--- src/rtl/dtsp_pkg.sv ---
// shared types and constants for the device tree structure parser
// no dependencies; used by every module under rtl
`default_nettype none

package dtsp_pkg;

    localparam int unsigned ADDR_W = 48;
    localparam int unsigned WORD_W = 32;

    localparam logic [WORD_W-1:0] WORD_BYTES = 32'd4;

    localparam logic [WORD_W-1:0] TOK_BEGIN_NODE = 32'd1;
    localparam logic [WORD_W-1:0] TOK_END_NODE   = 32'd2;
    localparam logic [WORD_W-1:0] TOK_PROP       = 32'd3;
    localparam logic [WORD_W-1:0] TOK_NOP        = 32'd4;
    localparam logic [WORD_W-1:0] TOK_END        = 32'd9;

    localparam logic [1:0] CFG_BLOB_BASE      = 2'd0;
    localparam logic [1:0] CFG_STRUCT_OFFSET  = 2'd1;
    localparam logic [1:0] CFG_STRINGS_OFFSET = 2'd2;

    typedef enum logic [1:0] {
        EV_PROP  = 2'd0,
        EV_END   = 2'd1,
        EV_ERROR = 2'd2
    } ev_kind_t;

    // base addresses precomputed from the configuration registers
    typedef struct packed {
        logic [ADDR_W-1:0] struct_base;
        logic [ADDR_W-1:0] strings_base;
    } bases_t;

    // one classified event between front and back
    typedef struct packed {
        ev_kind_t          kind;
        logic [WORD_W-1:0] word;
        logic [WORD_W-1:0] pos;
        logic [ADDR_W-1:0] node_addr;
        logic [WORD_W-1:0] length;
    } entry_t;

endpackage

`default_nettype wire

--- src/rtl/device_tree_struct_parser.sv ---
// Flattened device tree structure block parser. One big-endian 32-bit word is
// taken per clock while full is low; a restart request clears the walk. The
// front end decides each word's role combinationally, so words stream at one
// per cycle; property, end and error events cross a QUEUE_DEPTH entry queue to
// a registered result stage. A result passes a queue slot and then the result
// register, held back only while an earlier result waits for pop; full
// rises only once the queue has filled behind a result that is not popped.
// Accepted words see a config write once it reaches the precomputed bases.
// top level: ties together dtsp_front, dtsp_queue and dtsp_back; uses dtsp_pkg
`default_nettype none

module device_tree_struct_parser #(
    parameter int unsigned QUEUE_DEPTH = 2
) (
    input  wire logic                        clk,
    input  wire logic                        rst_n,
    input  wire logic                        cfg_write,
    input  wire logic [1:0]                  cfg_addr,
    input  wire logic [dtsp_pkg::ADDR_W-1:0] cfg_data,
    input  wire logic                        push,
    output logic                             full,
    input  wire logic [dtsp_pkg::WORD_W-1:0] word,
    input  wire logic                        restart,
    output logic                             empty,
    input  wire logic                        pop,
    output logic [1:0]                       event_kind,
    output logic [dtsp_pkg::ADDR_W-1:0]      node_name_addr,
    output logic [dtsp_pkg::ADDR_W-1:0]      prop_name_addr,
    output logic [dtsp_pkg::ADDR_W-1:0]      prop_data_addr,
    output logic [dtsp_pkg::WORD_W-1:0]      prop_length,
    output logic [dtsp_pkg::WORD_W-1:0]      bad_token
);

    dtsp_pkg::bases_t bases;
    dtsp_pkg::entry_t enq_entry;
    dtsp_pkg::entry_t head_entry;
    logic             enq;
    logic             q_full;
    logic             q_not_empty;
    logic             q_rd;
    logic             accept;

    assign full   = q_full;
    assign accept = push && !q_full;

    dtsp_front u_front (
        .clk       (clk),
        .rst_n     (rst_n),
        .cfg_write (cfg_write),
        .cfg_addr  (cfg_addr),
        .cfg_data  (cfg_data),
        .accept    (accept),
        .word      (word),
        .restart   (restart),
        .bases     (bases),
        .enq       (enq),
        .enq_entry (enq_entry)
    );

    dtsp_queue #(
        .DEPTH (QUEUE_DEPTH)
    ) u_queue (
        .clk       (clk),
        .rst_n     (rst_n),
        .wr_en     (enq),
        .wr_entry  (enq_entry),
        .rd_en     (q_rd),
        .rd_entry  (head_entry),
        .full      (q_full),
        .not_empty (q_not_empty)
    );

    dtsp_back u_back (
        .clk            (clk),
        .rst_n          (rst_n),
        .bases          (bases),
        .q_not_empty    (q_not_empty),
        .q_entry        (head_entry),
        .q_rd           (q_rd),
        .pop            (pop),
        .empty          (empty),
        .event_kind     (event_kind),
        .node_name_addr (node_name_addr),
        .prop_name_addr (prop_name_addr),
        .prop_data_addr (prop_data_addr),
        .prop_length    (prop_length),
        .bad_token      (bad_token)
    );

endmodule

`default_nettype wire

--- src/rtl/dtsp_front.sv ---
// front end: configuration registers and the structure word parse state machine
// depends on dtsp_pkg; pushes classified events into dtsp_queue
`default_nettype none

module dtsp_front (
    input  wire logic                       clk,
    input  wire logic                       rst_n,
    input  wire logic                       cfg_write,
    input  wire logic [1:0]                 cfg_addr,
    input  wire logic [dtsp_pkg::ADDR_W-1:0] cfg_data,
    input  wire logic                       accept,
    input  wire logic [dtsp_pkg::WORD_W-1:0] word,
    input  wire logic                       restart,
    output dtsp_pkg::bases_t                bases,
    output logic                            enq,
    output dtsp_pkg::entry_t                enq_entry
);

    typedef enum logic [2:0] {
        PH_TOKEN   = 3'd0,
        PH_NAME    = 3'd1,
        PH_LEN     = 3'd2,
        PH_NAMEOFF = 3'd3,
        PH_DATA    = 3'd4,
        PH_HALT    = 3'd5
    } phase_t;

    logic [dtsp_pkg::ADDR_W-1:0] blob_base_reg;
    logic [dtsp_pkg::WORD_W-1:0] struct_off_reg;
    logic [dtsp_pkg::WORD_W-1:0] strings_off_reg;
    logic [dtsp_pkg::ADDR_W-1:0] struct_base_reg;
    logic [dtsp_pkg::ADDR_W-1:0] strings_base_reg;

    phase_t                      phase_reg, phase_next;
    logic [dtsp_pkg::WORD_W-1:0] pos_reg, pos_next;
    logic [dtsp_pkg::ADDR_W-1:0] node_reg, node_next;
    logic [dtsp_pkg::WORD_W-1:0] len_reg, len_next;
    logic [30:0]                 left_reg, left_next;

    logic [32:0]                 len_round;
    logic [30:0]                 len_words;
    logic [30:0]                 left_dec;
    logic [dtsp_pkg::ADDR_W-1:0] node_here;

    function automatic logic has_zero_byte(input logic [31:0] w);
        has_zero_byte = (w[7:0] == 8'd0) || (w[15:8] == 8'd0) ||
                        (w[23:16] == 8'd0) || (w[31:24] == 8'd0);
    endfunction

    always_ff @(posedge clk or negedge rst_n)
    begin
        if (!rst_n)
        begin
            blob_base_reg    <= '0;
            struct_off_reg   <= '0;
            strings_off_reg  <= '0;
            struct_base_reg  <= '0;
            strings_base_reg <= '0;
        end
        else
        begin
            if (cfg_write)
            begin
                unique case (cfg_addr)
                    dtsp_pkg::CFG_BLOB_BASE:      blob_base_reg   <= cfg_data;
                    dtsp_pkg::CFG_STRUCT_OFFSET:  struct_off_reg  <= cfg_data[31:0];
                    dtsp_pkg::CFG_STRINGS_OFFSET: strings_off_reg <= cfg_data[31:0];
                    default:                      ;
                endcase
            end
            struct_base_reg  <= blob_base_reg + {16'd0, struct_off_reg};
            strings_base_reg <= blob_base_reg + {16'd0, strings_off_reg};
        end
    end

    assign bases.struct_base  = struct_base_reg;
    assign bases.strings_base = strings_base_reg;

    assign len_round = {1'b0, len_reg} + 33'd3;
    assign len_words = len_round[32:2];
    assign left_dec  = (left_reg != 31'd0) ? (left_reg - 31'd1) : 31'd0;
    assign node_here = struct_base_reg + {16'd0, pos_reg} + 48'd4;

    always_comb
    begin
        phase_next = phase_reg;
        pos_next   = pos_reg;
        node_next  = node_reg;
        len_next   = len_reg;
        left_next  = left_reg;
        enq        = 1'b0;
        enq_entry  = '0;
        if (accept)
        begin
            if (restart)
            begin
                phase_next = PH_TOKEN;
                pos_next   = '0;
                node_next  = '0;
                len_next   = '0;
                left_next  = '0;
            end
            else
            begin
                if (phase_reg != PH_HALT)
                begin
                    pos_next = pos_reg + dtsp_pkg::WORD_BYTES;
                end
                unique case (phase_reg)
                    PH_TOKEN:
                    begin
                        unique case (word)
                            dtsp_pkg::TOK_BEGIN_NODE:
                            begin
                                node_next  = node_here;
                                phase_next = PH_NAME;
                            end
                            dtsp_pkg::TOK_END_NODE, dtsp_pkg::TOK_NOP:
                            begin
                                phase_next = PH_TOKEN;
                            end
                            dtsp_pkg::TOK_PROP:
                            begin
                                phase_next = PH_LEN;
                            end
                            dtsp_pkg::TOK_END:
                            begin
                                enq            = 1'b1;
                                enq_entry.kind = dtsp_pkg::EV_END;
                                phase_next     = PH_HALT;
                            end
                            default:
                            begin
                                enq            = 1'b1;
                                enq_entry.kind = dtsp_pkg::EV_ERROR;
                                enq_entry.word = word;
                                phase_next     = PH_HALT;
                            end
                        endcase
                    end
                    PH_NAME:
                    begin
                        if (has_zero_byte(word))
                        begin
                            phase_next = PH_TOKEN;
                        end
                    end
                    PH_LEN:
                    begin
                        len_next   = word;
                        phase_next = PH_NAMEOFF;
                    end
                    PH_NAMEOFF:
                    begin
                        enq                 = 1'b1;
                        enq_entry.kind      = dtsp_pkg::EV_PROP;
                        enq_entry.word      = word;
                        enq_entry.pos       = pos_reg;
                        enq_entry.node_addr = node_reg;
                        enq_entry.length    = len_reg;
                        left_next           = len_words;
                        phase_next          = (len_words == 31'd0) ? PH_TOKEN : PH_DATA;
                    end
                    PH_DATA:
                    begin
                        left_next = left_dec;
                        if (left_dec == 31'd0)
                        begin
                            phase_next = PH_TOKEN;
                        end
                    end
                    default:
                    begin
                        phase_next = phase_reg;
                    end
                endcase
            end
        end
    end

    always_ff @(posedge clk or negedge rst_n)
    begin
        if (!rst_n)
        begin
            phase_reg <= PH_TOKEN;
            pos_reg   <= '0;
            node_reg  <= '0;
            len_reg   <= '0;
            left_reg  <= '0;
        end
        else
        begin
            phase_reg <= phase_next;
            pos_reg   <= pos_next;
            node_reg  <= node_next;
            len_reg   <= len_next;
            left_reg  <= left_next;
        end
    end

    a_enq_needs_word: assert property (@(posedge clk) disable iff (!rst_n)
        enq |-> (accept && !restart))
        else $error("event queued without an accepted word");

    a_end_halts: assert property (@(posedge clk) disable iff (!rst_n)
        (accept && !restart && phase_reg == PH_TOKEN && word == dtsp_pkg::TOK_END)
        |=> (phase_reg == PH_HALT))
        else $error("end token did not halt the walk");

    a_halt_silent: assert property (@(posedge clk) disable iff (!rst_n)
        (phase_reg == PH_HALT && !(accept && restart)) |-> (!enq && phase_next == PH_HALT))
        else $error("halted parser produced an event or moved on");

endmodule

`default_nettype wire

--- src/rtl/dtsp_queue.sv ---
// short flop queue that decouples the parse front end from the result stage
// depends on dtsp_pkg for the entry type
`default_nettype none

module dtsp_queue #(
    parameter int unsigned DEPTH = 2
) (
    input  wire logic             clk,
    input  wire logic             rst_n,
    input  wire logic             wr_en,
    input  dtsp_pkg::entry_t      wr_entry,
    input  wire logic             rd_en,
    output dtsp_pkg::entry_t      rd_entry,
    output logic                  full,
    output logic                  not_empty
);

    localparam int unsigned PW = (DEPTH > 1) ? $clog2(DEPTH) : 1;
    localparam int unsigned CW = $clog2(DEPTH + 1);

    dtsp_pkg::entry_t slots_reg [DEPTH];
    logic [PW-1:0]    wr_ptr_reg, rd_ptr_reg;
    logic [CW-1:0]    count_reg;

    function automatic logic [PW-1:0] ptr_inc(input logic [PW-1:0] p);
        ptr_inc = (p == PW'(DEPTH - 1)) ? '0 : (p + PW'(1));
    endfunction

    assign full      = (count_reg == CW'(DEPTH));
    assign not_empty = (count_reg != '0);
    assign rd_entry  = slots_reg[rd_ptr_reg];

    always_ff @(posedge clk)
    begin
        if (wr_en)
        begin
            slots_reg[wr_ptr_reg] <= wr_entry;
        end
    end

    always_ff @(posedge clk or negedge rst_n)
    begin
        if (!rst_n)
        begin
            wr_ptr_reg <= '0;
            rd_ptr_reg <= '0;
            count_reg  <= '0;
        end
        else
        begin
            if (wr_en)
            begin
                wr_ptr_reg <= ptr_inc(wr_ptr_reg);
            end
            if (rd_en)
            begin
                rd_ptr_reg <= ptr_inc(rd_ptr_reg);
            end
            if (wr_en && !rd_en)
            begin
                count_reg <= count_reg + CW'(1);
            end
            else if (rd_en && !wr_en)
            begin
                count_reg <= count_reg - CW'(1);
            end
        end
    end

    a_no_overflow: assert property (@(posedge clk) disable iff (!rst_n)
        wr_en |-> !full)
        else $error("queue written while full");

    a_no_underflow: assert property (@(posedge clk) disable iff (!rst_n)
        rd_en |-> not_empty)
        else $error("queue read while empty");

    a_count_bound: assert property (@(posedge clk) disable iff (!rst_n)
        count_reg <= CW'(DEPTH))
        else $error("queue count beyond depth");

endmodule

`default_nettype wire

--- src/rtl/dtsp_back.sv ---
// back end: address arithmetic and the registered result stage
// depends on dtsp_pkg; drains entries from dtsp_queue
`default_nettype none

module dtsp_back (
    input  wire logic                        clk,
    input  wire logic                        rst_n,
    input  dtsp_pkg::bases_t                 bases,
    input  wire logic                        q_not_empty,
    input  dtsp_pkg::entry_t                 q_entry,
    output logic                             q_rd,
    input  wire logic                        pop,
    output logic                             empty,
    output logic [1:0]                       event_kind,
    output logic [dtsp_pkg::ADDR_W-1:0]      node_name_addr,
    output logic [dtsp_pkg::ADDR_W-1:0]      prop_name_addr,
    output logic [dtsp_pkg::ADDR_W-1:0]      prop_data_addr,
    output logic [dtsp_pkg::WORD_W-1:0]      prop_length,
    output logic [dtsp_pkg::WORD_W-1:0]      bad_token
);

    logic                        valid_reg;
    dtsp_pkg::ev_kind_t          kind_reg;
    logic [dtsp_pkg::ADDR_W-1:0] node_reg;
    logic [dtsp_pkg::ADDR_W-1:0] name_reg;
    logic [dtsp_pkg::ADDR_W-1:0] data_reg;
    logic [dtsp_pkg::WORD_W-1:0] len_reg;
    logic [dtsp_pkg::WORD_W-1:0] bad_reg;

    logic                        is_prop;
    logic [dtsp_pkg::ADDR_W-1:0] name_calc;
    logic [dtsp_pkg::ADDR_W-1:0] data_calc;

    assign q_rd      = q_not_empty && (!valid_reg || pop);
    assign is_prop   = (q_entry.kind == dtsp_pkg::EV_PROP);
    assign name_calc = bases.strings_base + {16'd0, q_entry.word};
    assign data_calc = bases.struct_base + {16'd0, q_entry.pos} + 48'd4;

    always_ff @(posedge clk or negedge rst_n)
    begin
        if (!rst_n)
        begin
            valid_reg <= 1'b0;
        end
        else if (q_rd)
        begin
            valid_reg <= 1'b1;
        end
        else if (pop)
        begin
            valid_reg <= 1'b0;
        end
    end

    always_ff @(posedge clk)
    begin
        if (q_rd)
        begin
            kind_reg <= q_entry.kind;
            node_reg <= is_prop ? q_entry.node_addr : '0;
            name_reg <= is_prop ? name_calc : '0;
            data_reg <= is_prop ? data_calc : '0;
            len_reg  <= is_prop ? q_entry.length : '0;
            bad_reg  <= (q_entry.kind == dtsp_pkg::EV_ERROR) ? q_entry.word : '0;
        end
    end

    assign empty          = !valid_reg;
    assign event_kind     = kind_reg;
    assign node_name_addr = node_reg;
    assign prop_name_addr = name_reg;
    assign prop_data_addr = data_reg;
    assign prop_length    = len_reg;
    assign bad_token      = bad_reg;

endmodule

`default_nettype wire
--- config.mk ---
export PLATFORM = sky130hd
export DESIGN_NAME = device_tree_struct_parser
export DESIGN_NICKNAME = d
export VERILOG_FILES = /design/src/rtl/dtsp_pkg.sv /design/src/rtl/device_tree_struct_parser.sv /design/src/rtl/dtsp_front.sv /design/src/rtl/dtsp_queue.sv /design/src/rtl/dtsp_back.sv
export SDC_FILE = /design/constraint.sdc
export NUM_CORES = 2
export LEC_CHECK = 0
export ABC_CLOCK_PERIOD_IN_PS = 9170
export BUFFER_PORTS_ARGS = -buffer_cell sky130_fd_sc_hd__clkbuf_2
export CAP_MARGIN = 10
export CORE_MARGIN = 5
export CORE_UTILIZATION = 25
export DETAILED_ROUTE_END_ITERATION = 10
export GPL_TIMING_DRIVEN = 0
export SYNTH_ARGS = -nofsm -noshare
export SYNTH_HDL_FRONTEND = slang
export SYNTH_SLANG_ARGS = --single-unit
--- constraint.sdc ---
create_clock -name clk -period 9.17 [get_ports clk]
set_clock_uncertainty 0.2 [all_clocks]
set_input_delay 0.4585 -clock clk [delete_from_list [all_inputs] [get_ports clk]]
set_output_delay 0.4585 -clock clk [all_outputs]
set_load 0.05 [all_outputs]
* Yosys cells after proc, flatten, opt, wreduce, memory -nomap -nowiden
Memory sizes are Yosys's and may differ from the RTL's. Index checks and enable logic that the tools add are counted.
Word-level totals: input port bits 88, memories kept 1, bits in writable memories 292, output and inout port bits 212, word-level logic and storage cells 127, register bits after elaboration 569
Memories:
- u_queue.slots_reg | words 2, width 146, rd ports 1, clocked after memory_dff 0, wr ports 1, RTL line dtsp_queue.sv:21 | dtsp_pkg::entry_t slots_reg [DEPTH];
Operators by class: eq/ne operators 16, multiplexer cells 34, $add $sub $neg 14, reduce and logical (&&, ||, !) cells 42
Operators with widths (number):
- 2-to-1 mux 146 bit | 2
- adder 48 x 32 -> 48 bit | 5
- 2-to-1 mux 32 bit | 5
- 2-to-1 mux 48 bit | 3
- 2-to-1 mux 112 bit | 1
- adder 48 x 3 -> 48 bit (second input constant) | 2
- one-hot mux 34 bit (2 select lines) | 1
- equality test 32 x 2 -> 1 bit (second input constant) | 2
- zero test 31 bit | 2
- 2-to-1 mux 31 bit | 2
- one-hot mux 31 bit (2 select lines) | 1
- adder 32 x 2 -> 33 bit (second input constant) | 1
- adder 32 x 3 -> 32 bit (second input constant) | 1
- equality test 32 x 1 -> 1 bit (second input constant) | 1
- equality test 32 x 3 -> 1 bit (second input constant) | 1
- equality test 32 x 4 -> 1 bit (second input constant) | 1
- zero test 8 bit | 4
- nonzero test 31 bit | 1
- subtractor 31 x 1 -> 31 bit (second input constant) | 1
- one-hot mux 3 bit (5 select lines) | 1
- nonzero test 2 bit | 7
- 2-to-1 mux 3 bit | 4
- AND reduction 2 bit | 6
- 2-to-1 mux 1 bit | 9
- other kinds (26) | 42

* Depth between registers and ports, before layout
depth in word-level cells 10, depth in mapped cells 16, depth with buffers taken out 13

* By module
A second synthesis with hierarchy kept.
Second synthesis, totals: cells, all modules 3739, area, all modules 44163.6 um^2
Modules (own cells, without submodules):
- dtsp_front | area each 21315.4 um^2, cells each 2196, seq. area each 8808.4 um^2, times used 1
- dtsp_back | area each 12059.1 um^2, cells each 1072, seq. area each 6331.1 um^2, times used 1
- dtsp_queue | area each 10775.3 um^2, cells each 470, seq. area each 8868.5 um^2, times used 1
- device_tree_struct_parser | area each 13.8 um^2, cells each 1, seq. area each 0.0 um^2, times used 1

* Worst setup path after synthesis
Ideal clock, no wire load.
kind in2reg, start point input word[2] (netlist name), end point memory u_queue.slots_reg[0][0] (netlist name), enable pin, stages 5, library setup time 0.669 ns, buffers on the path 1, data arrival time 7.740 ns, slack 0.561 ns, path through clkbuf_1 xnor2_1 a31o_2 a21oi_1 nor2b_1
Between the ends: cells in the longest elaborated chain, start to end 8, elaborated cells on any way between the ends 11, those cells by class 4 x eq/ne; 6 x mux; 1 x reduce/logical
Ends and longest elaborated chain:
- start, declared | RTL line device_tree_struct_parser.sv:22 | input wire logic [dtsp_pkg::WORD_W-1:0] word,
- equality test 32 x 1 -> 1 bit, or another cell as far along | RTL line dtsp_front.sv:112 | unique case (word)
- OR reduction 4 bit (no source line) *
- 2-to-1 mux 1 bit * | RTL line dtsp_front.sv:112
- one-hot mux 1 bit (2 select lines) * | RTL line dtsp_front.sv:109 | unique case (phase_reg)
- 2-to-1 mux 1 bit * | RTL line dtsp_front.sv:95 | if (restart)
- 2-to-1 mux 1 bit * | RTL line dtsp_front.sv:93 | if (accept)
- via enq | RTL line device_tree_struct_parser.sv:37 | logic enq;
- 2-to-1 mux 1 bit * | RTL line dtsp_queue.sv:35 | if (wr_en)
- 2-to-1 mux 1 bit (not written as such) * | RTL line dtsp_queue.sv:37 | slots_reg[wr_ptr_reg] <= wr_entry;
- end, declared | RTL line dtsp_queue.sv:21
The timed path passes the listed nets; every way through them passes the cells marked *.

* Worst setup path in the final report
start point register u_queue.rd_ptr_reg, end point register u_back.data_reg, in the netlist u_back.prop_data_addr[47], data pin
Between the ends: cells in the longest elaborated chain, start to end 3, elaborated cells on any way between the ends 4, those cells by class 2 x add/sub; 1 x reduce/logical; 1 x memory
Ends and longest elaborated chain:
- start, declared | RTL line dtsp_queue.sv:22 | logic [PW-1:0] wr_ptr_reg, rd_ptr_reg;
- start signal, assigned | RTL line dtsp_queue.sv:57 | rd_ptr_reg <= ptr_inc(rd_ptr_reg);
- memory read (2 x 146 bit) *
- adder 48 x 32 -> 48 bit | RTL line dtsp_back.sv:37 | assign data_calc = bases.struct_base + {16'd0, q_entry.pos} + 48'd4;
- adder 48 x 3 -> 48 bit | RTL line dtsp_back.sv:37
- end signal, assigned | RTL line dtsp_back.sv:62 | data_reg <= is_prop ? data_calc : '0;
- end, declared | RTL line dtsp_back.sv:26 | logic [dtsp_pkg::ADDR_W-1:0] data_reg;
Mark *: on every way between the ends. The rest lies on a longest branch, timed or not. A chain may end at the register's enable or synchronous reset.

==> impl_metrics.json <==
{
  "ys_types": 96,
  "largest_register_ffs": 290,
  "synth_top_area_cell": "edfxtp_1",
  "slew_viol_final": 0,
  "syn_inst": 3664,
  "drc": 0,
  "ff2ff_setup_slack_ns": 2.12,
  "rr_worst_depth": 16,
  "vias": 30131,
  "synth_top_area_share_pct": 34.8,
  "dieArea_um2": 181000,
  "crit_path_start": "u_queue.rd_ptr_reg$_DFFE_PN0P_",
  "clock_sinks": 857,
  "worstPathMaxFanout": 10,
  "grt_pass1_vias": 30731,
  "pre_cts_ws_ns": 1.92,
  "fin_cells": 6545,
  "root_buffer": "clkbuf_16",
  "hpwl_um": 105000,
  "fp-row-count": 152,
  "routed_via_density": 4.60,
  "grt_usage_pct": 14.3,
  "first_iter_violations": 1876,
  "cts_setup_buffers": 0,
  "worst_slew_pin_slew_ns": 1.18,
  "max_freq_mhz": 142,
  "seq_area_frac_synth_pct": 55.5,
  "die_h_um": 426,
  "drt-total-wl_um": 133000,
  "htreeDepth": 3,
  "tritoncts": "built",
  "crit_path_start_kind": "register",
  "start_util_pct": 25.1,
  "hold_path_class": "in2reg",
  "die_w_um": 426,
  "ios": 300,
  "clkTransAtPathRegs_ns": 0.06,
  "port_buffers": 298,
  "endpoint": "u_back.prop_data_addr[47]$_SDFFCE_PP0P_",
  "crit_arrival_ns": 7.25,
  "hold_buffers": 82,
  "clk_latency_ns": 0.68,
  "antenna_found_initial": 24,
  "dpl.cell_count": 6288,
  "grt_overflow": 0,
  "ant_nets": 0,
  "drv_cap": 0,
  "layout_commonest_cell": "edfxtp_1",
  "cts_buffers": 87,
  "final_cell_mix": "edfxtp_1, dfrtp_1, clkbuf_2",
  "synth-seq-cells": 857,
  "finalNetCount": 4467,
  "run_status": "complete, no violations",
  "cts_buffer_depth": 3,
  "r2r-end": "u_back.prop_data_addr[47]$_SDFFCE_PP0P_",
  "grt_pass1_wl_um": 196000,
  "required_ns": 9.36,
  "wl_per_cell_um": 20.3,
  "dr.pass1.iters": 5,
  "p_per_area_nw_per_um2": 355,
  "r2r_start": "u_queue.rd_ptr_reg$_DFFE_PN0P_",
  "async_reset_ff_share_pct": 41.7,
  "fill_cells": 17427,
  "syn_to_final_growth_pct": 20.0,
  "criticalPathCategory": "reg2reg",
  "rsz0062_at_grt": "false",
  "cts_resized": 0,
  "yosysWarnings": 0,
  "finalCritPeriodShare_pct": 76.9,
  "endpoint_kind": "register",
  "peakVddDrop_uv": 284,
  "synth_area_um2": 43200,
  "core_area_um2": 172000,
  "grt_max_degree": 108,
  "hold_viol": 0,
  "tns_ns": 0,
  "p_leak_uw": 0.0206,
  "fin_ws_ns": 2.12,
  "synth_ff_type": "edfxtp_1",
  "gp_congestion": 0.890,
  "synth_edf_count": 500,
  "drive_above_1_share_pct": 16.0,
  "fin_crit_ns": 7.05,
  "yosys-top-cells-area": "edfxtp_1, dfrtp_1, ha_1, mux2_2, xnor2_1",
  "maxSlewHeadroom_pct": 21.0,
  "setup_violations": 0,
  "syn-mean-instance-area_um2": 11.8
}
==> area by class of cell <==
class / instances / area [um2] / share of cell area [%]
sequential: 857 / 23900 / 46.2
multi-input combinational: 2594 / 18400 / 35.6
tap: 2310 / 2890 / 5.58
timing repair buffer: 394 / 2620 / 5.06
clock buffer: 111 / 2400 / 4.64
clock inverter: 51 / 652 / 1.26
buffer: 138 / 541 / 1.04
inverter: 77 / 297 / 0.572
antenna: 13 / 32.5 / 0.0628
==> cell usage after synthesis, types with 14 or more instances <==
cell / n
edfxtp_1: 500
dfrtp_1: 357
nor2_1: 298
ha_1: 226
nand2_1: 211
o21ai_0: 193
mux2_2: 173
a21oi_1: 172
and2_1: 163
xnor2_1: 140
clkbuf_1: 117
xor2_1: 111
mux2i_1: 90
nand3_1: 84
inv_1: 77
nor3_1: 73
a21o_1: 72
nor2b_1: 51
a22o_1: 45
and3_1: 39
a211oi_1: 35
nor4_1: 34
nand4_1: 32
or3_1: 32
nand2b_1: 30
nor3b_1: 22
a31oi_1: 20
o21a_1: 20
o21bai_1: 20
o31ai_1: 15
o211ai_1: 14
==> cells by family (layout without fill, tap and decap cells) <==
family / after synthesis / count (layout) / share of synthesized area (%)
muxes: 263 / 263 / 6.60
DFF: 857 / 857 / 55.5
AOI/OAI and AO/OA: 720 / 720 / 10.9
and+or+nand+nor: 1127 / 1127 / 13.3
adders and majority gates: 230 / 230 / 6.74
xor gates and xnor gates: 251 / 251 / 5.09
buffers and inverters: 215 / 771 / 1.92
other: 1 / 16 / 0.00869
==> critical path, stage by stage (launching register included) <==
cell and delay [ns]:
dfrtp_1 0.35, clkbuf_1 0.41, buf_1 0.78, clkbuf_1 0.90, mux2_2 0.46, ha_1 0.29
ha_1 0.21, fa_1 0.26, a211oi_1 0.11, o21bai_1 0.39, o2111ai_1 0.35, a311oi_1 0.53
o21ai_1 0.23, o21ai_2 0.37, nand3_1 0.15, xor2_1 0.67, nor2_1 0.09
==> metal layers <==
metal / part of all wire [%] / track usage, %
met5: 0.069 / 0
met4: 6.2 / 8.07
met3: 4.0 / 2.15
met2: 50 / 25.5
met1: 40 / 16.4
==> stage by stage <==
stage,area (um2),hold slack (ns),total power (uW),utilization [%]
after global routing,51800,0.0491,19400,30.2
after detailed placement,47900,0.258,14700,27.9
final,51800,0.0523,18400,30.2
after global placement,47600,0.257,14700,27.7
after CTS,51800,0.00298,18600,30.2
after floorplan,43200,-0.0371,11900,-
==> where the power goes <==
part / leakage, uW / total, uW / internal, uW / switching (uW)
Clock: 0.00148 / 3810 / 2260 / 1550
Sequential: 0.00905 / 5940 / 5270 / 667
Combinational: 0.0101 / 8670 / 2700 / 5970
==> worst min-delay path by stage <==
stage                                                start                                    end  slack [ns]  depth (start not counted)
after floorplan                                      rst_n           u_back.valid_reg$_DFFE_PN0P_       -0.04                          0
final                                          cfg_addr[0]  u_front.blob_base_reg[47]$_DFFE_PN0P_        0.05                          3
after detailed placement                             rst_n  u_front.strings_base_reg[6]$_DFF_PN0_        0.26                          1
after CTS                                      cfg_addr[0]  u_front.blob_base_reg[47]$_DFFE_PN0P_       0.003                          3
after global placement    u_front.node_reg[26]$_DFFE_PN0P_       u_front.node_reg[26]$_DFFE_PN0P_        0.26                          2
after global routing                           cfg_addr[0]  u_front.blob_base_reg[47]$_DFFE_PN0P_        0.05                          3
Power figures use the tool's default switching activity.
